## src/rtl/assert_macros.svh

```systemverilog
// Assertion helpers shared by the RTL. Each one checks a property on the rising
// edge of the given clock and is switched off while the active-low reset is held.
`ifndef ASSERT_MACROS_SVH
`define ASSERT_MACROS_SVH

`ifndef SYNTHESIS

// The property must hold at every clock edge outside reset.
`define ASSERT_CLK(lbl, clk, rst_n, prop) \
    lbl: assert property (@(posedge clk) disable iff (!rst_n) (prop)) \
        else $error("assertion failed");

// The condition must never be true at a clock edge outside reset.
`define ASSERT_NEVER(lbl, clk, rst_n, cond) \
    lbl: assert property (@(posedge clk) disable iff (!rst_n) !(cond)) \
        else $error("forbidden condition seen");

`else

`define ASSERT_CLK(lbl, clk, rst_n, prop)
`define ASSERT_NEVER(lbl, clk, rst_n, cond)

`endif

`endif

```

## src/rtl/tlb_pkg.sv

```systemverilog
`default_nettype none

package tlb_pkg;

    // Request commands.
    localparam logic [1:0] CMD_SET_FILLER = 2'd0;
    localparam logic [1:0] CMD_INSERT     = 2'd1;
    localparam logic [1:0] CMD_LOOKUP     = 2'd2;

    // Configuration register indexes.
    localparam logic CFG_SIL_PHONE   = 1'b0;
    localparam logic CFG_SIL_PRESENT = 1'b1;

    // Sequencer states.
    typedef enum logic [3:0] {
        ST_CLEAR,
        ST_IDLE,
        ST_INS_RD,
        ST_INS_CHK,
        ST_SEARCH,
        ST_FL_L,
        ST_FL_R,
        ST_FL_CAP,
        ST_DONE
    } tlb_state_t;

    // Access strobes for a single-port memory.
    typedef struct packed {
        logic rd;
        logic wr;
    } tlb_port_ctl_t;

endpackage

`default_nettype wire

```

## src/rtl/tlb_flags.sv

```systemverilog
`default_nettype none

// Filler flag per base phone: one read/write port, registered read data.
module tlb_flags #(
    parameter int CI_BITS = 6
) (
    input  wire                     clk,
    input  tlb_pkg::tlb_port_ctl_t  ctl,
    input  wire  [CI_BITS-1:0]      addr,
    input  wire                     wdata,
    output logic                    rdata
);
    import tlb_pkg::*;

    localparam int DEPTH = 1 << CI_BITS;

    logic mem [DEPTH];
    logic rdata_reg;

    always_ff @(posedge clk)
    begin
        if (ctl.wr)
        begin
            mem[addr] <= wdata;
        end
        if (ctl.rd)
        begin
            rdata_reg <= mem[addr];
        end
    end

    assign rdata = rdata_reg;

endmodule

`default_nettype wire

```

## config.mk

```make
export PLATFORM = sky130hd
export DESIGN_NAME = tlb_flags
export DESIGN_NICKNAME = d
export VERILOG_FILES = /design/src/rtl/assert_macros.svh /design/src/rtl/tlb_pkg.sv /design/src/rtl/tlb_flags.sv
export SDC_FILE = /design/constraint.sdc
export NUM_CORES = 1
export LEC_CHECK = 0
export ABC_AREA = 1
export BUFFER_PORTS_ARGS = -buffer_cell sky130_fd_sc_hd__buf_2
export CAP_MARGIN = 20
export CORE_MARGIN = 2
export CORE_UTILIZATION = 39
export CTS_BUF_LIST = sky130_fd_sc_hd__clkbuf_4 sky130_fd_sc_hd__clkbuf_8
export DETAILED_ROUTE_END_ITERATION = 7
export PLACE_DENSITY = 0.62
export RECOVER_POWER = 25
export SETUP_SLACK_MARGIN = 0.5
export SLEW_MARGIN = 0
export SYNTH_ARGS = -nofsm -noshare
export SYNTH_HDL_FRONTEND = slang
export SYNTH_SLANG_ARGS = --single-unit
```

## constraint.sdc

```tcl
create_clock -name clk -period 1.4 [get_ports clk]
set_input_delay 0 -clock clk [delete_from_list [all_inputs] [get_ports clk]]
set_output_delay 0 -clock clk [all_outputs]
set_load 0.01 [all_outputs]
```

==> results of run 1 <==
critical path, delay by kind of cell, from the launching register on:
| kind | cells | cell delay, ns |
|---|---|---|
| DFF | 1 | 0.38 |
| and+or+nand+nor | 6 | 0.55 |
| AOI/OAI and AO/OA | 1 | 0.12 |
kinds of logic after synthesis:
logic type	count (synthesis)
and+or+nand+nor	227
buffers and inverters	43
AOI/OAI and AO/OA	10
DFF	65
worst paths after layout:
path | startpoint | endpoint | slack, ns | cells past startpoint
setup / recovery | mem[24] | rdata | 0.10 | 7
hold / removal | ctl[0] | mem[52] | 0.21 | 3
setup reg to reg | mem[24] | rdata | 0.10 | 7
hold reg to reg | mem[28] | rdata | 0.76 | 6
report_power, final:
group / internal, mW / switching (mW) / total [mW]
Combinational: 0.0963 / 0.222 / 0.318
Sequential: 2.16 / 0.00440 / 2.16
Clock: 0.841 / 0.690 / 1.53
cell type report:
| class | count | share of cell area, % |
|---|---|---|
| Clock buffer | 11 | 3.88 |
| Clock inverter | 5 | 1.29 |
| Inverter | 33 | 3.46 |
| Multi-Input combinational cell | 237 | 28.5 |
| Sequential cell | 65 | 54.5 |
| Tap cell | 102 | 3.56 |
| Timing Repair Buffer | 25 | 4.89 |
Yosys cell counts:
cell type                  count
sky130_fd_sc_hd__nand2_1     125
sky130_fd_sc_hd__o211ai_1      6
sky130_fd_sc_hd__buf_6         4
sky130_fd_sc_hd__o21ai_1       4
sky130_fd_sc_hd__nor2_2        3
sky130_fd_sc_hd__buf_2         5
sky130_fd_sc_hd__inv_2         5
sky130_fd_sc_hd__nand3_1      16
sky130_fd_sc_hd__nor3_1        4
sky130_fd_sc_hd__edfxtp_1     65
sky130_fd_sc_hd__buf_4         1
sky130_fd_sc_hd__or2_1         5
sky130_fd_sc_hd__nor2_1       74
sky130_fd_sc_hd__inv_1        28
timing repair:
action / 4_1_cts / 5_1_grt
pin swaps: 2 / 1
endpoints found under the setup margin: 1 / 42
hold endpoints to repair: 1 / 0
hold buffers: 1 / 0
resized for setup: 0 / 8
layer usage:
| layer | global-route usage, % | up-vias | wire length (um) |
|---|---|---|---|
| met5 | 0 | - | 0 |
| met4 | 10.0 | 0 | 117 |
| met3 | 2.58 | 9 | 227 |
| met2 | 26.7 | 43 | 3350 |
| met1 | 22.2 | 1078 | 3070 |
| li1 | - | 1156 | - |
metrics by stage:
step	std cells	worst slack, ns	power [mW]	hold slack [ns]	util [%]
2_1_floorplan	345	0.227	2.40	0.0989	-
3_3_place_gp	461	0.0664	2.53	0.225	44.1
3_5_place_dp	461	0.0897	2.53	0.223	44.1
4_1_cts	478	0.0898	4.04	0.216	46.6
5_1_grt	478	-0.00375	4.14	0.227	46.4
6_report	478	0.102	4.01	0.205	46.4
==> metrics.log, run 1 <==
INFO  metric status = finished, final reports clean
INFO  metric postLayoutCellArea = 0.00358 mm2
INFO  metric synth.yosys.seq_area_share = 62.7%
INFO  metric avgViaCountPerCell = 4.78
INFO  metric io-pin-count = 11
INFO  metric worst_clock_skew = 0.00522 ns
INFO  metric grt_start_max_net_pins = 65
INFO  metric max-vdd-ir-drop = ~0.52 mV
INFO  metric drt-pass1-iter-count = 5
INFO  metric worst-path-max-fanout = 1
INFO  metric synthesis.nets = about 360
INFO  metric average_cell_area_after_synthesis = approximately 9 um2
INFO  metric drive_above_1_share = 12.0%
INFO  metric cap_violations = 0
INFO  metric worst_slew_margin_relative_to_its_limit = between 30% and 40%
INFO  metric initial_utilization = 40.3%
INFO  metric clk_pin_slew = 0.07 ns
INFO  metric cts_tree = done
INFO  metric gr-total-overflow = 0
INFO  metric cell_type_with_the_highest_aggregate_area_in_the_netlist = sky130_fd_sc_hd__edfxtp_1
INFO  metric power.density_cell_area = 1120 mW/mm2
INFO  metric multi_input_area = between 0.001 and 0.0015 mm2
INFO  metric path_class = register to register
INFO  metric max_freq = 770 MHz
INFO  metric multiplexer_share_of_the_synthesized_area = 0%
INFO  metric dieHeight = 93.4 um
INFO  metric synth.yosys.warnings = 0
INFO  metric clock_insertion_delay_worst_skew = 0.35 ns
INFO  metric crit_path_cell_trace = or2_1 -> nand3_1 -> nand2_1 -> o21ai_1 -> nand2_1 -> nor2_2 -> nand2_1
INFO  metric clock-sinks = 65
INFO  metric synth_adder_area_share = 0%
INFO  metric post_synthesis_simple_gate_area_fraction = 28.8%
INFO  metric hold_class = primary input to register
INFO  metric core_area = 0.00773 mm2
INFO  metric worst_path_slowest_cell = sky130_fd_sc_hd__edfxtp_1
INFO  metric yosys_register_bits = 65
INFO  metric routedWlPerCell = 14.1 um
INFO  metric cts.repair_timing.setup_buffer_count = 0
INFO  metric cell_count_after_synthesis = 345
INFO  metric crit_top_cell = sky130_fd_sc_hd__nand2_1
INFO  metric ant_nets = 0
INFO  metric grt_first_pass_wirelength = 10.9 mm
INFO  metric rsz0062_at_grt = true
INFO  metric fill_cells = 739
INFO  metric final_max_slew_viol_count = 0
INFO  metric route.final.wire_length = 6.76 mm
INFO  metric power.static_leakage = 1.42 nW
INFO  metric layout_nets = between 300 and 400
INFO  metric mostFrequentLayoutCells = sky130_fd_sc_hd__nand2_1 (125), sky130_fd_sc_hd__nor2_1 (71), sky130_fd_sc_hd__edfxtp_1 (65)
INFO  metric end_kind = register
INFO  metric place_congestion = 0.851
INFO  metric area_growth = 15.0%
INFO  metric synthesis.area = 0.00312 mm2
INFO  metric cp-start-kind = register
INFO  metric row_count = 32
INFO  metric cts_buffer_depth = 2
INFO  metric diodes = 0
INFO  metric report.final.setup_viol = 0
INFO  metric arrival = 1.40 ns
INFO  metric post_synth_cell_types = 14
INFO  metric htree_num_levels = 3
INFO  metric layout.area.seq = a little under 0.002 mm2
INFO  metric tns = 0 ns
INFO  metric hpwl = 4.46 mm
INFO  metric die-area = just under 0.009 mm2
INFO  metric dr.first_iter.drc_count = 159
INFO  metric port-buffer-count = 10
INFO  metric synth_area_leaders = sky130_fd_sc_hd__edfxtp_1 (63%), sky130_fd_sc_hd__nand2_1 (15%), sky130_fd_sc_hd__nor2_1 (8.9%)
INFO  metric finalCriticalPeriod = roughly 1.3 ns
INFO  metric synth_top_family_by_area = simple AND/OR/NAND/NOR gates
INFO  metric timing_worst_slew_pin_value = about 0.99 ns
INFO  metric drc = 0
INFO  metric flip_flop_count_of_the_largest_register_after_layout = 64
INFO  metric final_worst_path_period_share = between 90% and 100%
INFO  metric root_buffer = sky130_fd_sc_hd__clkbuf_8
INFO  metric layout_commonest_cell = sky130_fd_sc_hd__nand2_1
INFO  metric final_hold_viol_count = 0
INFO  metric synth_xor_xnor_area_share = 0%
INFO  metric placed_area = 0.00341 mm2
INFO  metric tritoncts.num_buffers = 9
INFO  metric num_vias = 2286
INFO  metric yosys.area.top_type_share = 62.7%
INFO  metric synth_compound_area_share = roughly 2.1%
INFO  metric critPathMaxStageDelay = approximately 0.38 ns
INFO  metric number_of_global_route_vias_before_repair = approximately 2100
INFO  metric antenna_violations_before_repair = 0
INFO  metric global_route.usage.total = 17.0%
INFO  metric chipWidth = ~93 um
INFO  metric cp_data_required_time = 1.50 ns
Note: power is estimated with default switching activity, not from simulation.
==> run 2, diff against run 1 <==
GPL_TIMING_DRIVEN = 0   (was unset)
==> metrics.log, run 2 (synthesis results as in run 1) <==
INFO  metric placed_area = 0.00335 mm2 (-1.7%)
INFO  metric route.final.wire_length = 7.22 mm (+6.8%)
INFO  metric max-vdd-ir-drop = 0.471 mV (-9.4%)
INFO  metric critPathMaxStageDelay = 0.36 ns (-0.02 ns)
INFO  metric cp-start-kind = register
INFO  metric timing.rr.start = mem[24]
INFO  metric report.final.setup_viol = 0 (unchanged)
INFO  metric cp_data_required_time = 1.51 ns (about the same)
INFO  metric critical_path.n_buffers_inverters = 0 (unchanged)
INFO  metric io-pin-count = 11 (unchanged)
INFO  metric layout_nets = 380 (-0.26%)
INFO  metric core_area = 0.00773 mm2 (unchanged)
INFO  metric ant_nets = 0 (unchanged)
INFO  metric timing.hold.worst.start = addr[2]
INFO  metric worst_path_slowest_cell = sky130_fd_sc_hd__edfxtp_1
INFO  metric drive_above_1_share = 14.7% (+2.7 points)
INFO  metric hpwl = 4.57 mm (+2.3%)
INFO  metric cts_tree = done
INFO  metric worst-path-max-fanout = 1 (unchanged)
INFO  metric status = finished, final reports clean
INFO  metric tritoncts.num_buffers = 9 (unchanged)
INFO  metric dieHeight = 93.4 um (unchanged)
INFO  metric gr-total-overflow = 0 (unchanged)
INFO  metric num_vias = 2308 (+0.96%)
INFO  metric mostFrequentLayoutCells = sky130_fd_sc_hd__nand2_1 (125), sky130_fd_sc_hd__nor2_1 (70), sky130_fd_sc_hd__edfxtp_1 (65)
INFO  metric dpl_worst_slack = -0.0417 ns (-0.131 ns)
INFO  metric routedWlPerCell = 15.1 um (+7.0%)
INFO  metric chipWidth = 93.4 um (unchanged)
INFO  metric layout_commonest_cell = sky130_fd_sc_hd__nand2_1
INFO  metric rsz0062_at_grt = true
INFO  metric number_of_global_route_vias_before_repair = 2224 (+3.8%)
INFO  metric r2r_setup_slack = 0.06 ns (-0.05 ns)
INFO  metric power.static_leakage = 1.44 nW (+1.1%)
INFO  metric fill_cells = 743 (+0.54%)
INFO  metric worst_slew_margin_relative_to_its_limit = 26.9% (-7.2 points)
INFO  metric initial_utilization = 40.3% (unchanged)
INFO  metric max_freq = 744 MHz (-3.4%)
INFO  metric final_max_slew_viol_count = 0 (unchanged)
INFO  metric rr_endpoint = rdata
INFO  metric clock-sinks = 65 (unchanged)
INFO  metric arrival = 1.45 ns (+0.05 ns)
INFO  metric grt_start_max_net_pins = 65 (unchanged)
INFO  metric tns = 0 ns (unchanged)
INFO  metric layout_setup_ws = 0.0564 ns (-0.0454 ns)
INFO  metric area_growth = 17.1%
INFO  metric timing.critical_path.max_delay_family = simple AND/OR/NAND/NOR gates
INFO  metric place_inst = 455 (-1.3%)
INFO  metric path_class = register to register
INFO  metric timing_worst_slew_pin_value = 1.10 ns (+0.107 ns)
INFO  metric row_count = 32 (unchanged)
INFO  metric root_buffer = sky130_fd_sc_hd__clkbuf_8
INFO  metric place_congestion = 0.844 (-0.76%)
INFO  metric port-buffer-count = 8 (-2)
INFO  metric drt-pass1-iter-count = 4 (-1)
INFO  metric drc = 0 (unchanged)
INFO  metric global_route.usage.total = 18.1% (+1.1 points)
INFO  metric clock_insertion_delay_worst_skew = 0.35 ns (about the same)
INFO  metric finalCriticalPeriod = 1.34 ns (+0.0454 ns)
INFO  metric diodes = 0 (unchanged)
INFO  metric antenna_violations_before_repair = 0 (unchanged)
INFO  metric die-area = 0.00872 mm2 (unchanged)
INFO  metric worst_reg2reg_path_length_in_cells = 7 (unchanged)
INFO  metric final_core_util = 47.2% (+0.84 points)
INFO  metric dr.first_iter.drc_count = 205 (+29%)
INFO  metric grt_first_pass_wirelength = 11.4 mm (+4.9%)
INFO  metric power.density_cell_area = 1170 mW/mm2 (+4.6%)
INFO  metric final_hold_viol_count = 0 (unchanged)
INFO  metric worst_hold_path.endpoint = rdata
INFO  metric end_kind = register
INFO  metric cts_buffer_depth = 2 (unchanged)
INFO  metric worst_clock_skew = 0.00825 ns (+0.00303 ns)
INFO  metric crit_top_cell = sky130_fd_sc_hd__nand2_1
INFO  metric final_worst_path_period_share = 96.0% (+3.2 points)
INFO  metric min_path_cells = 7 (+4)
INFO  metric avgViaCountPerCell = 4.84 (+1.2%)
INFO  metric crit_path_cell_trace = or2_1 -> nand3_1 -> nand2_1 -> o21ai_2 -> nand2_1 -> nor2_1 -> nand2_1
INFO  metric postLayoutCellArea = 0.00365 mm2 (+1.8%)
INFO  metric clk_pin_slew = 0.08 ns (about the same)
INFO  metric hold_class = primary input to register
INFO  metric cap_violations = 0 (unchanged)
INFO  metric htree_num_levels = 3 (unchanged)
INFO  metric finish.cell_count_without_fillers = 477 (-0.21%)
INFO  metric flip_flop_count_of_the_largest_register_after_layout = 64 (unchanged)
==> run 2: cell count changes in the layout (fill, tap and decap cells not counted), moves of 2 or more <==
cell and change:
sky130_fd_sc_hd__clkinvlp_4 +2, sky130_fd_sc_hd__clkbuf_4 -3, sky130_fd_sc_hd__clkinv_1 -3, sky130_fd_sc_hd__buf_12 -2, sky130_fd_sc_hd__nor2_4 +2, sky130_fd_sc_hd__buf_6 +6, sky130_fd_sc_hd__clkinv_4 +2, sky130_fd_sc_hd__clkbuf_1 -4
==> run 2: worst min-delay path, cell delays in order <==
cell and delay, ns:
sky130_fd_sc_hd__buf_6 0.13, sky130_fd_sc_hd__nand2_1 0.06, sky130_fd_sc_hd__nand2_1 0.06, sky130_fd_sc_hd__nand2_1 0.04, sky130_fd_sc_hd__nand2_1 0.05, sky130_fd_sc_hd__nor2_1 0.03, sky130_fd_sc_hd__nand2_1 0.05
==> run 2: repair_timing <==
item | in CTS | in global routing
endpoints found under the setup margin | 35 | 21
setup buffers | 5 | 0
hold buffers | 1 | 0
gates resized for setup | 13 | 5
hold endpoints to repair | 1 | 0
pin swaps | 8 | 4
==> run 2: report_power, final <==
group	switching, mW	leakage (nW)	internal (mW)	total [mW]
Clock	0.755	0.106	1.03	1.78
Sequential	0.00343	0.586	2.16	2.16
Combinational	0.231	0.746	0.0979	0.329
Total	0.990	1.44	3.28	4.27
==> run 2: per-stage QoR <==
step | power (mW) | hold WS [ns]
floorplan | 2.40 | 0.0989
global placement | 2.51 | 0.226
detailed placement | 2.52 | 0.230
CTS | 4.30 | 0.207
global route | 4.41 | 0.221
finish | 4.27 | 0.185
==> run 2: worst max path at each step <==
stage | to | depth (start not counted) | start
after floorplan | rdata | 7 | mem[24]
after global placement | mem[41] | 4 | addr[2]
after detailed placement | mem[17] | 4 | addr[2]
after CTS | rdata | 7 | mem[24]
after global routing | rdata | 7 | mem[24]
final | rdata | 7 | mem[24]
==> run 2: cell type report <==
class	count	area (um2)	share of cell area [%]
buffer	10	92.6	2.54
clock buffer	10	131	3.60
clock inverter	6	92.6	2.54
inverter	33	124	3.40
multi-input combinational	237	1040	28.5
sequential	65	1950	53.5
tap	102	128	3.50
timing repair buffer	14	87.6	2.40
==> run 2: metal layers <==
| metal | share of wire (%) | vias up | GRT usage [%] |
|---|---|---|---|
| met5 | 0 | - | 0 |
| met4 | 2.6 | 0 | 7.23 |
| met3 | 5.0 | 16 | 5.16 |
| met2 | 48 | 54 | 29.3 |
| met1 | 44 | 1085 | 22.8 |
| li1 | - | 1153 | - |
