$ cat config.mk
export PLATFORM = sky130hd
export DESIGN_NAME = tlb_ctrl
export DESIGN_NICKNAME = d
export VERILOG_FILES = /design/src/rtl/tlb_pkg.sv /design/src/rtl/tlb_ctrl.sv
export VERILOG_INCLUDE_DIRS = /design/src /design/src/rtl
export SDC_FILE = /design/constraint.sdc
export NUM_CORES = 1
export LEC_CHECK = 0
export ABC_CLOCK_PERIOD_IN_PS = 3000
export BUFFER_PORTS_ARGS = -buffer_cell sky130_fd_sc_hd__buf_2
export CAP_MARGIN = 15
export CORE_ASPECT_RATIO = 1.2
export CORE_MARGIN = 4
export CORE_UTILIZATION = 35
export CTS_BUF_LIST = sky130_fd_sc_hd__clkbuf_4
export DETAILED_ROUTE_END_ITERATION = 16
export SLEW_MARGIN = 0
export SYNTH_ARGS = -nofsm -noshare
export SYNTH_HDL_FRONTEND = slang
export SYNTH_SLANG_ARGS = --single-unit
$ cat constraint.sdc
create_clock -name clk -period 3 [get_ports clk]
set_clock_uncertainty 0.15 [all_clocks]
set_input_delay 0.6 -clock clk [delete_from_list [all_inputs] [get_ports clk]]
set_output_delay 0.6 -clock clk [all_outputs]
set_load 0.03 [all_outputs]
$ cat src/rtl/assert_macros.svh
// Assertion helpers shared by the RTL. Each one checks a property on the rising
// edge of the given clock and is switched off while the active-low reset is held.
`ifndef ASSERT_MACROS_SVH
`define ASSERT_MACROS_SVH

`ifndef SYNTHESIS

// The property must hold at every clock edge outside reset.
`define ASSERT_CLK(lbl, clk, rst_n, prop) \
    lbl: assert property (@(posedge clk) disable iff (!rst_n) (prop)) \
        else $error("assertion failed");

// The condition must never be true at a clock edge outside reset.
`define ASSERT_NEVER(lbl, clk, rst_n, cond) \
    lbl: assert property (@(posedge clk) disable iff (!rst_n) !(cond)) \
        else $error("forbidden condition seen");

`else

`define ASSERT_CLK(lbl, clk, rst_n, prop)
`define ASSERT_NEVER(lbl, clk, rst_n, cond)

`endif

`endif

$ cat src/rtl/tlb_pkg.sv
`default_nettype none

package tlb_pkg;

    // Request commands.
    localparam logic [1:0] CMD_SET_FILLER = 2'd0;
    localparam logic [1:0] CMD_INSERT     = 2'd1;
    localparam logic [1:0] CMD_LOOKUP     = 2'd2;

    // Configuration register indexes.
    localparam logic CFG_SIL_PHONE   = 1'b0;
    localparam logic CFG_SIL_PRESENT = 1'b1;

    // Sequencer states.
    typedef enum logic [3:0] {
        ST_CLEAR,
        ST_IDLE,
        ST_INS_RD,
        ST_INS_CHK,
        ST_SEARCH,
        ST_FL_L,
        ST_FL_R,
        ST_FL_CAP,
        ST_DONE
    } tlb_state_t;

    // Access strobes for a single-port memory.
    typedef struct packed {
        logic rd;
        logic wr;
    } tlb_port_ctl_t;

endpackage

`default_nettype wire

$ cat src/rtl/tlb_ctrl.sv
`default_nettype none

`include "assert_macros.svh"

// Sequencer: clearing pass, request decode, probe loop over the table port,
// filler-to-silence substitution and the output register.
module tlb_ctrl #(
    parameter int CI_BITS   = 6,
    parameter int POSITIONS = 4,
    parameter int PID_BITS  = 16,
    parameter int POS_W     = 2,
    parameter int ADDR_W    = 20
) (
    input  wire                     clk,
    input  wire                     rst_n,
    input  wire                     in_valid,
    output logic                    in_ready,
    input  wire  [1:0]              cmd,
    input  wire  [CI_BITS-1:0]      base_phone,
    input  wire  [CI_BITS-1:0]      left_ctx,
    input  wire  [CI_BITS-1:0]      right_ctx,
    input  wire                     left_known,
    input  wire                     right_known,
    input  wire  [1:0]              word_pos,
    input  wire  [PID_BITS-1:0]     new_phone_id,
    input  wire                     filler_in,
    output logic                    out_valid,
    input  wire                     out_ready,
    output logic [PID_BITS-1:0]     phone_out,
    output logic                    backed_off,
    output logic                    status,
    input  wire  [CI_BITS-1:0]      sil_phone,
    input  wire                     sil_present,
    output tlb_pkg::tlb_port_ctl_t  tbl_ctl,
    output logic [ADDR_W-1:0]       tbl_addr,
    output logic [PID_BITS:0]       tbl_wdata,
    input  wire  [PID_BITS:0]       tbl_rdata,
    output tlb_pkg::tlb_port_ctl_t  flg_ctl,
    output logic [CI_BITS-1:0]      flg_addr,
    output logic                    flg_wdata,
    input  wire                     flg_rdata
);
    import tlb_pkg::*;

    localparam int STEP_W = $clog2(POSITIONS + 2);

    tlb_state_t          state_reg, state_next;
    logic [ADDR_W-1:0]   clr_reg, clr_next;
    logic [STEP_W-1:0]   step_reg, step_next;
    logic                chk_reg, chk_next;
    logic                pass_reg, pass_next;
    logic                out_valid_reg, out_valid_next;

    logic [CI_BITS-1:0]  b_reg, b_next;
    logic [CI_BITS-1:0]  l_reg, l_next;
    logic [CI_BITS-1:0]  r_reg, r_next;
    logic [1:0]          pos_reg, pos_next;
    logic [PID_BITS-1:0] newid_reg, newid_next;
    logic                fl_l_reg, fl_l_next;
    logic [PID_BITS-1:0] res_phone_reg, res_phone_next;
    logic                res_backed_reg, res_backed_next;
    logic                res_status_reg, res_status_next;
    logic [PID_BITS-1:0] out_phone_reg, out_phone_next;
    logic                out_backed_reg, out_backed_next;
    logic                out_status_reg, out_status_next;

    logic                pos_ok;
    logic [STEP_W-1:0]   step_t;
    logic [POS_W-1:0]    probe_pos;
    logic                probe_use;
    logic                steps_done;
    logic [CI_BITS-1:0]  sub_l;
    logic [CI_BITS-1:0]  sub_r;

    // Probe order: the requested position first, then every other position
    // in ascending order.
    always_comb
    begin
        pos_ok     = (8'(pos_reg) < 8'(POSITIONS));
        step_t     = step_reg - STEP_W'(1);
        steps_done = (8'(step_reg) > 8'(POSITIONS));
        if (step_reg == '0)
        begin
            probe_pos = POS_W'(pos_reg);
            probe_use = pos_ok;
        end
        else
        begin
            probe_pos = POS_W'(step_t);
            probe_use = !(pos_ok && (8'(step_t) == 8'(pos_reg)));
        end
        sub_l = fl_l_reg ? sil_phone : l_reg;
        sub_r = flg_rdata ? sil_phone : r_reg;
    end

    always_comb
    begin
        state_next      = state_reg;
        clr_next        = clr_reg;
        step_next       = step_reg;
        chk_next        = chk_reg;
        pass_next       = pass_reg;
        out_valid_next  = out_valid_reg;
        b_next          = b_reg;
        l_next          = l_reg;
        r_next          = r_reg;
        pos_next        = pos_reg;
        newid_next      = newid_reg;
        fl_l_next       = fl_l_reg;
        res_phone_next  = res_phone_reg;
        res_backed_next = res_backed_reg;
        res_status_next = res_status_reg;
        out_phone_next  = out_phone_reg;
        out_backed_next = out_backed_reg;
        out_status_next = out_status_reg;
        in_ready        = 1'b0;
        tbl_ctl         = '0;
        tbl_addr        = {probe_pos, b_reg, l_reg, r_reg};
        tbl_wdata       = {1'b1, newid_reg};
        flg_ctl         = '0;
        flg_addr        = l_reg;
        flg_wdata       = filler_in;

        if (out_valid_reg && out_ready)
        begin
            out_valid_next = 1'b0;
        end

        case (state_reg)
            ST_CLEAR:
            begin
                tbl_ctl.wr = 1'b1;
                tbl_addr   = clr_reg;
                tbl_wdata  = '0;
                flg_ctl.wr = 1'b1;
                flg_addr   = clr_reg[CI_BITS-1:0];
                flg_wdata  = 1'b0;
                clr_next   = clr_reg + ADDR_W'(1);
                if (clr_reg == '1)
                begin
                    state_next = ST_IDLE;
                end
            end

            ST_IDLE:
            begin
                in_ready = 1'b1;
                if (in_valid)
                begin
                    b_next          = base_phone;
                    l_next          = left_ctx;
                    r_next          = right_ctx;
                    pos_next        = word_pos;
                    newid_next      = new_phone_id;
                    res_phone_next  = '0;
                    res_backed_next = 1'b0;
                    res_status_next = 1'b0;
                    step_next       = '0;
                    chk_next        = 1'b0;
                    pass_next       = 1'b0;
                    state_next      = ST_DONE;
                    case (cmd)
                        CMD_SET_FILLER:
                        begin
                            flg_ctl.wr = 1'b1;
                            flg_addr   = base_phone;
                        end
                        CMD_INSERT:
                        begin
                            state_next = ST_INS_RD;
                        end
                        CMD_LOOKUP:
                        begin
                            if (left_known && right_known)
                            begin
                                state_next = ST_SEARCH;
                            end
                            else
                            begin
                                res_phone_next  = PID_BITS'(base_phone);
                                res_backed_next = 1'b1;
                            end
                        end
                        default:
                        begin
                            state_next = ST_DONE;
                        end
                    endcase
                end
            end

            ST_INS_RD:
            begin
                if (pos_ok)
                begin
                    tbl_ctl.rd = 1'b1;
                    tbl_addr   = {POS_W'(pos_reg), b_reg, l_reg, r_reg};
                    state_next = ST_INS_CHK;
                end
                else
                begin
                    state_next = ST_DONE;
                end
            end

            ST_INS_CHK:
            begin
                tbl_addr = {POS_W'(pos_reg), b_reg, l_reg, r_reg};
                if (tbl_rdata[PID_BITS])
                begin
                    res_status_next = 1'b1;
                end
                else
                begin
                    tbl_ctl.wr = 1'b1;
                end
                state_next = ST_DONE;
            end

            ST_SEARCH:
            begin
                // A read issued last cycle is checked while the next is issued.
                if (chk_reg && tbl_rdata[PID_BITS])
                begin
                    res_phone_next = tbl_rdata[PID_BITS-1:0];
                    chk_next       = 1'b0;
                    state_next     = ST_DONE;
                end
                else if (!steps_done)
                begin
                    tbl_ctl.rd = probe_use;
                    chk_next   = probe_use;
                    step_next  = step_reg + STEP_W'(1);
                end
                else
                begin
                    chk_next = 1'b0;
                    if (!pass_reg && sil_present)
                    begin
                        state_next = ST_FL_L;
                    end
                    else
                    begin
                        res_phone_next  = PID_BITS'(b_reg);
                        res_backed_next = 1'b1;
                        state_next      = ST_DONE;
                    end
                end
            end

            ST_FL_L:
            begin
                flg_ctl.rd = 1'b1;
                flg_addr   = l_reg;
                state_next = ST_FL_R;
            end

            ST_FL_R:
            begin
                flg_ctl.rd = 1'b1;
                flg_addr   = r_reg;
                fl_l_next  = flg_rdata;
                state_next = ST_FL_CAP;
            end

            ST_FL_CAP:
            begin
                if ((sub_l != l_reg) || (sub_r != r_reg))
                begin
                    l_next     = sub_l;
                    r_next     = sub_r;
                    pass_next  = 1'b1;
                    step_next  = '0;
                    chk_next   = 1'b0;
                    state_next = ST_SEARCH;
                end
                else
                begin
                    res_phone_next  = PID_BITS'(b_reg);
                    res_backed_next = 1'b1;
                    state_next      = ST_DONE;
                end
            end

            ST_DONE:
            begin
                if (!out_valid_reg || out_ready)
                begin
                    out_valid_next  = 1'b1;
                    out_phone_next  = res_phone_reg;
                    out_backed_next = res_backed_reg;
                    out_status_next = res_status_reg;
                    state_next      = ST_IDLE;
                end
            end

            default:
            begin
                state_next = ST_IDLE;
            end
        endcase
    end

    always_ff @(posedge clk or negedge rst_n)
    begin
        if (!rst_n)
        begin
            state_reg     <= ST_CLEAR;
            clr_reg       <= '0;
            step_reg      <= '0;
            chk_reg       <= 1'b0;
            pass_reg      <= 1'b0;
            out_valid_reg <= 1'b0;
        end
        else
        begin
            state_reg     <= state_next;
            clr_reg       <= clr_next;
            step_reg      <= step_next;
            chk_reg       <= chk_next;
            pass_reg      <= pass_next;
            out_valid_reg <= out_valid_next;
        end
    end

    always_ff @(posedge clk)
    begin
        b_reg          <= b_next;
        l_reg          <= l_next;
        r_reg          <= r_next;
        pos_reg        <= pos_next;
        newid_reg      <= newid_next;
        fl_l_reg       <= fl_l_next;
        res_phone_reg  <= res_phone_next;
        res_backed_reg <= res_backed_next;
        res_status_reg <= res_status_next;
        out_phone_reg  <= out_phone_next;
        out_backed_reg <= out_backed_next;
        out_status_reg <= out_status_next;
    end

    assign out_valid  = out_valid_reg;
    assign phone_out  = out_phone_reg;
    assign backed_off = out_backed_reg;
    assign status     = out_status_reg;

    `ASSERT_NEVER(a_tbl_rd_wr, clk, rst_n, tbl_ctl.rd && tbl_ctl.wr)
    `ASSERT_CLK(a_chk_after_rd, clk, rst_n, chk_reg |-> $past(tbl_ctl.rd))
    `ASSERT_CLK(a_ins_wr_after_rd, clk, rst_n, (tbl_ctl.wr && state_reg == ST_INS_CHK) |-> $past(tbl_ctl.rd))
    `ASSERT_CLK(a_search_ends, clk, rst_n, (state_reg == ST_SEARCH && steps_done) |=> state_reg != ST_SEARCH)

endmodule

`default_nettype wire

==> impl_metrics.csv, run 1 <==
group,metric,value,unit
status,outcome,"complete, no violations",
critical_path,crit_required,2.25,ns
yosys,synth-main-ff-cell,"edfxtp_1",
place,hpwl,10800,um
floorplan,core,14500,um^2
critical_path,start_kind,"flip-flop",
global_routing,grt_max_degree,31,
critical_path,crit_buf_inv,2,
global_routing,grt_pass1_vias,4203,
yosys,syn_nets,540,
critical_path,r2r_cells,8,
clock_tree,numClockSinks,103,
yosys,synth_warnings,0,
clock_tree,clock-root-buffer,"clkbuf_4",
cells_and_area,layout_commonest_cell,"buf_2",
critical_path,crit_type,"reg2out",
global_routing,grt_util_all_layers,0.168,
power_and_ir_drop,peakVddDrop,0.341,mV
yosys,synth_edf_count,73,
floorplan,dieArea,16900,um^2
place,io_buffers,137,
yosys,synth_top_area_frac,0.420,
global_routing,grt_overflow,0,
floorplan,die_w,119,um
sta,fin_crit,2.97,ns
cells_and_area,stdcell_area,6530,um^2
min_path,hold_class,"in2async",
clock_tree,holdBufCountCts,0,
critical_path,r2r-start,"fl_l_reg",
yosys,synthArstFlopShare,0.291,
global_routing,grt_pass1_wl,22300,um
critical_path,max_stage_delay,0.56,ns
critical_path,reg2reg_slack,0.43,ns
routing,drcViolationCount,0,
critical_path,cp-startpoint,"state_reg[0]",
sta,slew_headroom,0.516,
critical_path,path_max_fanout,6,
sta,fmax,336,MHz
critical_path,arrival,2.22,ns
routing,drtAntennaViolNets,0,
critical_path,worstReg2RegEnd,"res_phone_reg[2]",
yosys,yosysSeqAreaShare,0.564,
floorplan,io_pins,138,
sta,hold_viol_final,0,
place,gp_congestion,0.869,
sta,drv_slew,0,
clock_tree,h-tree-depth,3,
yosys,syn_area_per_cell,11.2,um^2
sta,worstMarginPinSlew,0.726,ns
sta,tns,0,ns
flow_run,cap_violations,0,
sta,period_share,0.991,
routing,via_per_inst,5.00,
floorplan,die_h,142,um
critical_path,cp_top_family,"simple AND/OR/NAND/NOR gates",
sta,setup_violations,0,
cells_and_area,largest_reg_flops,20,
cells_and_area,num-nets-final,700,
clock_tree,cts_tree,"built",
yosys,synth.distinct_cells,65,
yosys,synth-seq-cells,103,
clock_tree,clk_pin_slew,0.17,ns
place,dpl_cell_area,6200,um^2
cells_and_area,drive_above_1_share,0.345,
yosys,synth_area,5210,um^2
cells_and_area,final_cell_mix,"130 x buf_2, 89 x nand2_1, 73 x edfxtp_1, 30 x buf_4",
floorplan,rows,48,
sta,rsz0062_at_grt,"yes",
global_routing,antenna_found_initial,2,
power_and_ir_drop,power.density,467,nW/um^2
clock_tree,clkLatencyLatePin,0.47,ns
critical_path,critical_path.cell_chain,"buf_8 -> or4b_4 -> nor3b_4 -> o31ai_4 -> o21ai_1 -> buf_4",
routing,routed_wl,13900,um
power_and_ir_drop,leakage,2.96,nW
yosys,synth_top_cell_by_area,"edfxtp_1",
yosys,syn_inst,466,
yosys,ys_top_cells_by_area,"edfxtp_1 42%, dfrtp_1 14%, nand2_1 6.4%",
cells_and_area,fillers,1390,
routing,num_vias,4158,
floorplan,start_util,0.360,
clock_tree,cts_buffers,9,
routing,routedWlPerCell,16.8,um
clock_tree,cts_buffer_depth,2,
routing,dr.pass1.iters,7,
critical_path,crit_path_end_kind,"output pin",
cells_and_area,syn2layout_area_growth,25.3,%
power_and_ir_drop,total_power,0.00305,W
routing,initialDrtViolationCount,272,
critical_path,cp_slowest_cell,"or4b_4",
[logic make-up (layout without fill, tap and decap cells)]
group	count (synthesis)	after routing	synth area share
and+or+nand+nor	205	205	0.215
DFF	103	103	0.564
AOI/OAI and AO/OA	75	75	0.102
buffers and inverters	37	202	0.0350
xor gates and xnor gates	29	29	0.0487
muxes	13	13	0.0250
adders and majority gates	4	4	0.00960
other	0	1	0
[metrics by stage]
step                      cells  setup slack (ns)   util  hold slack [ns]
after floorplan             466             0.179      -            0.154
after global placement      804             0.146  0.429            0.252
after detailed placement    804             0.172  0.429            0.255
after CTS                   825           -0.0784  0.444           0.0118
after global routing        832           -0.0853  0.451           0.0319
final                       832            0.0260  0.451           0.0196
[repair_timing]
item                                    4_1_cts  5_1_grt
gates cloned                                  0        0
buffers inserted                              6        5
endpoints found under the setup margin       38       33
resized for setup                            20       16
pin swaps                                     4        3
[layout make-up]
| class | count | area [um^2] | share of cell area |
|---|---|---|---|
| diodes | 1 | 2.50 | 0.000383 |
| clock buffers | 10 | 75.1 | 0.0115 |
| clock inverters | 6 | 48.8 | 0.00747 |
| inverters | 16 | 60.1 | 0.00919 |
| multi-input cells | 326 | 2140 | 0.328 |
| flip-flops and latches | 103 | 2950 | 0.451 |
| well taps | 200 | 250 | 0.0383 |
| repair buffers | 170 | 1010 | 0.155 |
[worst register-to-register path, stage by stage (launching register included)]
cell	delay, ns
edfxtp_1	0.49
buf_4	0.22
a22o_1	0.23
a222oi_1	0.26
and4bb_4	0.29
buf_4	0.15
o21ai_0	0.11
nor2_1	0.13
buf_4	0.24
[power by group]
group	switching, W	internal [W]	total (W)
clock	0.000482	0.000193	0.000675
combinational	0.000434	0.000271	0.000705
sequential	0.0000971	0.00157	0.00167
[cells in the mapped netlist, types with 2 or more instances]
cell / n
and3_1: 3
nor2b_1: 5
nor2_1: 24
a21oi_1: 11
and2_1: 28
o21ai_1: 3
nand4_1: 3
buf_6: 4
nand3_2: 2
a2bb2oi_1: 2
a31oi_1: 3
a211oi_1: 3
inv_1: 16
nand2b_1: 9
or2_2: 3
nor3_1: 5
nand3_1: 11
clkbuf_1: 10
buf_4: 2
nand3b_1: 3
xnor2_1: 14
nor3b_1: 3
edfxtp_1: 73
a221o_1: 3
xor2_1: 15
o21ai_0: 21
buf_2: 5
nand2_1: 89
a222oi_1: 11
o22ai_1: 3
dfrtp_1: 30
mux2i_1: 13
ha_1: 4
[routing by layer]
metal,vias to the layer above,part of all wire,GRT usage
met4,2,0.024,0.0718
met5,-,0.00093,0
met2,177,0.49,0.284
met1,1959,0.42,0.208
met3,25,0.068,0.0351
li1,1995,-,-
[how the worst max path moves through the flow]
stage | to | cells after the start
CTS | tbl_ctl[1] | 6
global route | tbl_ctl[1] | 6
floorplan | res_phone_reg[0] | 6
detailed placement | flg_addr[0] | 6
global placement | flg_addr[0] | 6
finish | tbl_ctl[1] | 6
Power figures use the tool's default switching activity.
==> run 2: changes to the inputs <==
ABC_CLOCK_PERIOD_IN_PS = 2400   (was 3000)
BUFFER_PORTS_ARGS = not set   (was -buffer_cell sky130_fd_sc_hd__buf_2)
DONT_BUFFER_PORTS = 1   (was not set)
SETUP_SLACK_MARGIN = 0.1   (was not set)
clock period = 2.4 ns   (was 3 ns; I/O delays follow)
==> impl_metrics.csv, run 2 (synthesized netlist as in run 1, its figures left out) <==
group,metric,value,unit
status,outcome,"finished, violations left",
status,violations,"setup timing",
power_and_ir_drop,leakage,3.33,nW
flow_run,cap_violations,0,
global_routing,grt_util_all_layers,0.189,
sta,hold_viol_final,0,
power_and_ir_drop,power.density,532,nW/um^2
critical_path,cp_common_cell,"buf_6",
cells_and_area,syn2layout_area_growth,52.9,%
power_and_ir_drop,p_sw_frac,0.334,
global_routing,grt_max_degree,31,
routing,drt-met1-wl,6130,um
routing,wl_met2,8480,um
clock_tree,cts_buffer_depth,2,
sta,fin_crit,2.87,ns
floorplan,die_w,119,um
routing,dr.pass1.iters,7,
power_and_ir_drop,p_sw,0.00142,W
sta,setup_violations,68,
floorplan,start_util,0.360,
cells_and_area,area.sequential,2950,um^2
cells_and_area,diodes,0,
sta,rsz0062_at_grt,"yes",
global_routing,grt_overflow,0,
power_and_ir_drop,p_int,0.00282,W
cells_and_area,fillers,1180,
floorplan,dieArea,16900,um^2
routing,drtAntennaViolNets,0,
floorplan,rows,48,
routing,num_vias,4335,
sta,fmax,348,MHz
clock_tree,clk_pin_slew,0.20,ns
floorplan,io_pins,138,
power_and_ir_drop,power_frac_comb,0.274,
global_routing,antenna_found_initial,0,
critical_path,crit_buf_inv,6,
sta,setup_ws,-0.471,ns
place,dp_slack,-0.0564,ns
critical_path,max_stage_delay,0.51,ns
cells_and_area,num-nets-final,702,
power_and_ir_drop,seqPwrFrac,0.484,
sta,whs,0.0406,ns
routing,routed.top_layer,"met4",
global_routing,grt_pass1_wl,24400,um
sta,tns,-17.57,ns
critical_path,crit_path_end_kind,"output pin",
sta,slew_headroom,0.710,
routing,routed_wl,16500,um
clock_tree,clock-root-buffer,"clkbuf_4",
critical_path,crit_required,1.77,ns
clock_tree,numClockSinks,103,
routing,drcViolationCount,0,
sta,worstMarginPinSlew,0.435,ns
clock_tree,cts_tree,"built",
critical_path,critical_path.cell_chain,"buf_6 -> nor4_4 -> buf_6 -> clkinv_8 -> buf_12 -> buf_16 -> nand2_4 -> nand2_2 -> buf_6",
sta,period_share,1.20,
critical_path,cp_top_family,"buffers and inverters",
place,io_buffers,0,
critical_path,crit_type,"reg2out",
cells_and_area,multi_input_area,2650,um^2
routing,wl_met3,1250,um
cells_and_area,utilization,0.551,
cells_and_area,largest_reg_flops,20,
critical_path,path_max_fanout,7,
cells_and_area,final_cell_mix,"73 x edfxtp_1, 57 x buf_4, 54 x nand2_1, 48 x buf_6, 46 x dlygate4sd3_1",
cells_and_area,drive_above_1_share,0.427,
critical_path,arrival,2.24,ns
clock_tree,h-tree-depth,3,
cells_and_area,layout_commonest_cell,"edfxtp_1",
power_and_ir_drop,p_clk_frac,0.242,
routing,initialDrtViolationCount,244,
global_routing,grt_pass1_vias,4457,
routing,routedWlPerCell,19.8,um
critical_path,cp_slowest_cell,"dfrtp_2",
place,gp_congestion,0.810,
clock_tree,clkLatencyLatePin,0.50,ns
sta,drv_slew,0,
min_path,hold_class,"in2reg",
routing,via_per_inst,5.20,
critical_path,start_kind,"flip-flop",
clock_tree,cts_buffers,9,
place,hpwl,10900,um
power_and_ir_drop,peakVddDrop,0.469,mV
floorplan,die_h,142,um
floorplan,core,14500,um^2
## run 2: changes by cell type in the layout (fill, tap and decap cells not counted), sizes merged, moves of 2 or more
cell	before	now
clkbuf	12	10
clkinvlp	0	2
inv	20	16
buf	168	125
dlygate4sd3	0	46
clkinv	2	4
## run 2: cell type report
cell class | instances | share of cell area
well taps | 200 | 0.0314
multi-input cells | 326 | 0.333
clock buffers | 9 | 0.00848
clock inverters | 7 | 0.0126
repair buffers | 172 | 0.235
inverters | 16 | 0.0100
flip-flops and latches | 103 | 0.370
## run 2: final timing paths
path | start | to | slack, ns | cells after the start
max | state_reg[2] | tbl_addr[15] | -0.47 | 9
min | tbl_rdata[10] | res_phone_reg[10] | 0.04 | 1
max reg2reg | state_reg[1] | res_phone_reg[5] | -0.07 | 11
min reg2reg | res_phone_reg[8] | phone_out[8] | 0.28 | 0
max in group asynchronous | rst_n | chk_reg | 1.64 | 2
min in group asynchronous | rst_n | out_valid | 0.26 | 2
## run 2: timing repair
| item | in CTS | in global routing |
|---|---|---|
| pin swaps | 55 | 55 |
| gates cloned | 5 | 1 |
| endpoints found under the hold margin | 72 | 3 |
| hold buffers | 44 | 3 |
| setup endpoints to repair | 76 | 93 |
| gates resized for setup | 142 | 93 |
| buffers inserted | 32 | 22 |
## run 2: stage by stage
step / std cells / power (W) / instance area, um^2
after floorplan: 466 / 0.00266 / 5270
after global placement: 718 / 0.00293 / 6030
after detailed placement: 718 / 0.00294 / 6030
after CTS: 815 / 0.00416 / 7470
after global routing: 833 / 0.00444 / 7970
final: 833 / 0.00424 / 7970
## run 2: layer usage
metal  GRT usage  vias up
met2       0.336      196
met1       0.207     2091
met3      0.0618       43
met4      0.0784        0
li1            -     2005
met5           0        -
## run 2: power groups by stage
stage | sequential, W | clock, W | combinational (W)
after floorplan | 0.00209 | 0 | 0.000571
after global placement | 0.00208 | 0 | 0.000852
after detailed placement | 0.00208 | 0 | 0.000861
after CTS | 0.00204 | 0.00105 | 0.00106
after global routing | 0.00206 | 0.00115 | 0.00124
final | 0.00205 | 0.00102 | 0.00116
==> run 3: changes to the inputs <==
ABC_CLOCK_PERIOD_IN_PS = 2430   (was 2400)
clock period = 2.43 ns   (was 2.4 ns; I/O delays follow)
==> impl_metrics.csv, run 3 (synthesized netlist as in run 1, its figures left out) <==
group,metric,value,unit
clock_tree,clock-root-buffer,"clkbuf_4",
sta,rsz0062_at_grt,"yes",
flow_run,cap_violations,0,
floorplan,core,14500,um^2
cells_and_area,syn2layout_area_growth,38.3,%
clock_tree,cts_buffers,9,
clock_tree,numClockSinks,103,
place,hpwl,10900,um
global_routing,grt_pass1_wl,23300,um
global_routing,grt_util_all_layers,0.179,
global_routing,grt_overflow,0,
sta,period_share,1.11,
critical_path,start_kind,"flip-flop",
min_path,worstHoldStart,"right_ctx[5]",
power_and_ir_drop,seqPwrFrac,0.535,
floorplan,die_h,142,um
cells_and_area,area.sequential,2950,um^2
cells_and_area,multi_input_area,2480,um^2
routing,via_per_inst,5.10,
power_and_ir_drop,power_frac_comb,0.263,
critical_path,crit_buf_inv,2,
place,placed_cells,708,
cells_and_area,largest_reg_flops,20,
critical_path,path_max_fanout,7,
sta,setup_violations,46,
critical_path,crit_path_end_kind,"output pin",
power_and_ir_drop,leakage,3.00,nW
place,gp_congestion,0.802,
routing,dr.pass1.iters,5,
status,outcome,"finished, violations left",
min_path,hold_class,"in2reg",
critical_path,crit_required,1.79,ns
global_routing,grt_pass1_vias,4177,
critical_path,arrival,2.06,ns
critical_path,worstReg2RegEnd,"clr_reg[9]",
min_path,worstHoldEndpoint,"r_reg[5]",
critical_path,crit_type,"reg2out",
sta,slew_headroom,0.709,
sta,tns,-6.06,ns
sta,drv_slew,0,
clock_tree,h-tree-depth,3,
cells_and_area,layout_commonest_cell,"edfxtp_1",
clock_tree,clk_pin_slew,0.16,ns
critical_path,critical_path.cell_chain,"buf_4 -> or2_4 -> nor2_1 -> o22ai_1 -> a221o_1 -> buf_6",
global_routing,grt_max_degree,31,
sta,hold_viol_final,0,
clock_tree,cts_buffer_depth,2,
power_and_ir_drop,p_int,0.00255,W
critical_path,r2r-start,"state_reg[1]",
routing,routedWlPerCell,19.0,um
routing,drcViolationCount,0,
power_and_ir_drop,p_sw,0.00125,W
floorplan,die_w,119,um
sta,setup_ws,-0.265,ns
routing,drtAntennaViolNets,0,
floorplan,rows,48,
floorplan,start_util,0.360,
cells_and_area,final_cell_mix,"73 x edfxtp_1, 57 x buf_4, 51 x nand2_1, 32 x buf_6, 27 x dlygate4sd3_1",
routing,routed_wl,15000,um
critical_path,cp_slowest_cell,"dfrtp_2",
clock_tree,cts_tree,"built",
sta,worstMarginPinSlew,0.433,ns
cells_and_area,num-nets-final,660,
place,dp_slack,0.0557,ns
cells_and_area,final_cells,792,
power_and_ir_drop,power.density,527,nW/um^2
cells_and_area,drive_above_1_share,0.374,
clock_tree,clkLatencyLatePin,0.47,ns
routing,num_vias,4038,
power_and_ir_drop,peakVddDrop,0.350,mV
sta,fmax,371,MHz
global_routing,antenna_found_initial,1,
power_and_ir_drop,p_sw_frac,0.328,
power_and_ir_drop,p_clk_frac,0.202,
routing,initialDrtViolationCount,355,
min_path,min_path_cells,2,
place,io_buffers,0,
critical_path,reg2reg_slack,0.18,ns
cells_and_area,utilization,0.498,
critical_path,cp_top_family,"flip-flops",
cells_and_area,fillers,1285,
critical_path,max_stage_delay,0.48,ns
floorplan,io_pins,138,
floorplan,dieArea,16900,um^2
critical_path,r2r_cells,9,
sta,fin_crit,2.69,ns
status,violations,"setup timing",
## run 3: cell count changes in the layout (fill, tap and decap cells not counted), moves of 3 or more
cell	before	now
buf_8	4	1
nor2_1	6	18
clkinv_8	3	0
dlygate4sd3_1	46	27
clkinv_2	0	3
nand2_2	17	23
nor2_2	7	2
nand2_4	17	13
nand2_1	54	51
nor2_4	11	4
buf_6	48	32
## run 3: routing by layer
metal	share of wire	up-vias	GRT usage	routed length (um)
li1	-	1913	-	-
met2	0.51	140	0.311	7660
met5	0	-	0	0
met3	0.061	27	0.0467	914
met4	0.026	0	0.0754	395
met1	0.40	1958	0.208	6050
## run 3: timing repair
action                                 4_1_cts  5_1_grt
hold buffers                                28        0
setup endpoints to repair                   61       76
endpoints found under the hold margin       56        0
pin swaps                                   39       15
gates resized for setup                    145       25
gates cloned                                 5        0
setup buffers                               18       17
## run 3: through the flow
stage / hold WS [ns] / cell area, um^2 / total power (W)
floorplan: 0.0404 / 5270 / 0.00264
finish: 0.0495 / 7210 / 0.00380
CTS: 0.00687 / 7010 / 0.00378
global placement: 0.0420 / 5930 / 0.00284
detailed placement: 0.0422 / 5930 / 0.00286
global route: 0.00790 / 7210 / 0.00399
## run 3: area by class of cell
class | instances | area share
Sequential cell | 103 | 0.409
Timing Repair Buffer | 129 | 0.185
Multi-Input combinational cell | 326 | 0.344
Timing Repair inverter | 1 | 0.00156
Clock inverter | 7 | 0.00538
Inverter | 16 | 0.0102
Antenna cell | 1 | 0.000347
Clock buffer | 9 | 0.00937
Tap cell | 200 | 0.0347
## run 3: power groups by stage
stage	Clock (W)	Combinational [W]	Sequential (W)
after global placement	0	0.000775	0.00207
after floorplan	0	0.000570	0.00207
final	0.000768	0.000997	0.00203
after CTS	0.000797	0.000953	0.00203
after global routing	0.000882	0.00106	0.00205
after detailed placement	0	0.000786	0.00207
## run 3: worst max path at each step
stage / start / end / slack, ns / cells after the start
after CTS: state_reg[1] / tbl_ctl[1] / -0.30 / 4
after floorplan: state_reg[1] / tbl_addr[4] / -0.12 / 6
after global routing: state_reg[2] / tbl_addr[19] / -0.36 / 7
after global placement: cmd[1] / flg_addr[0] / 0.05 / 4
final: state_reg[2] / tbl_addr[19] / -0.26 / 6
after detailed placement: cmd[1] / flg_addr[0] / 0.06 / 4
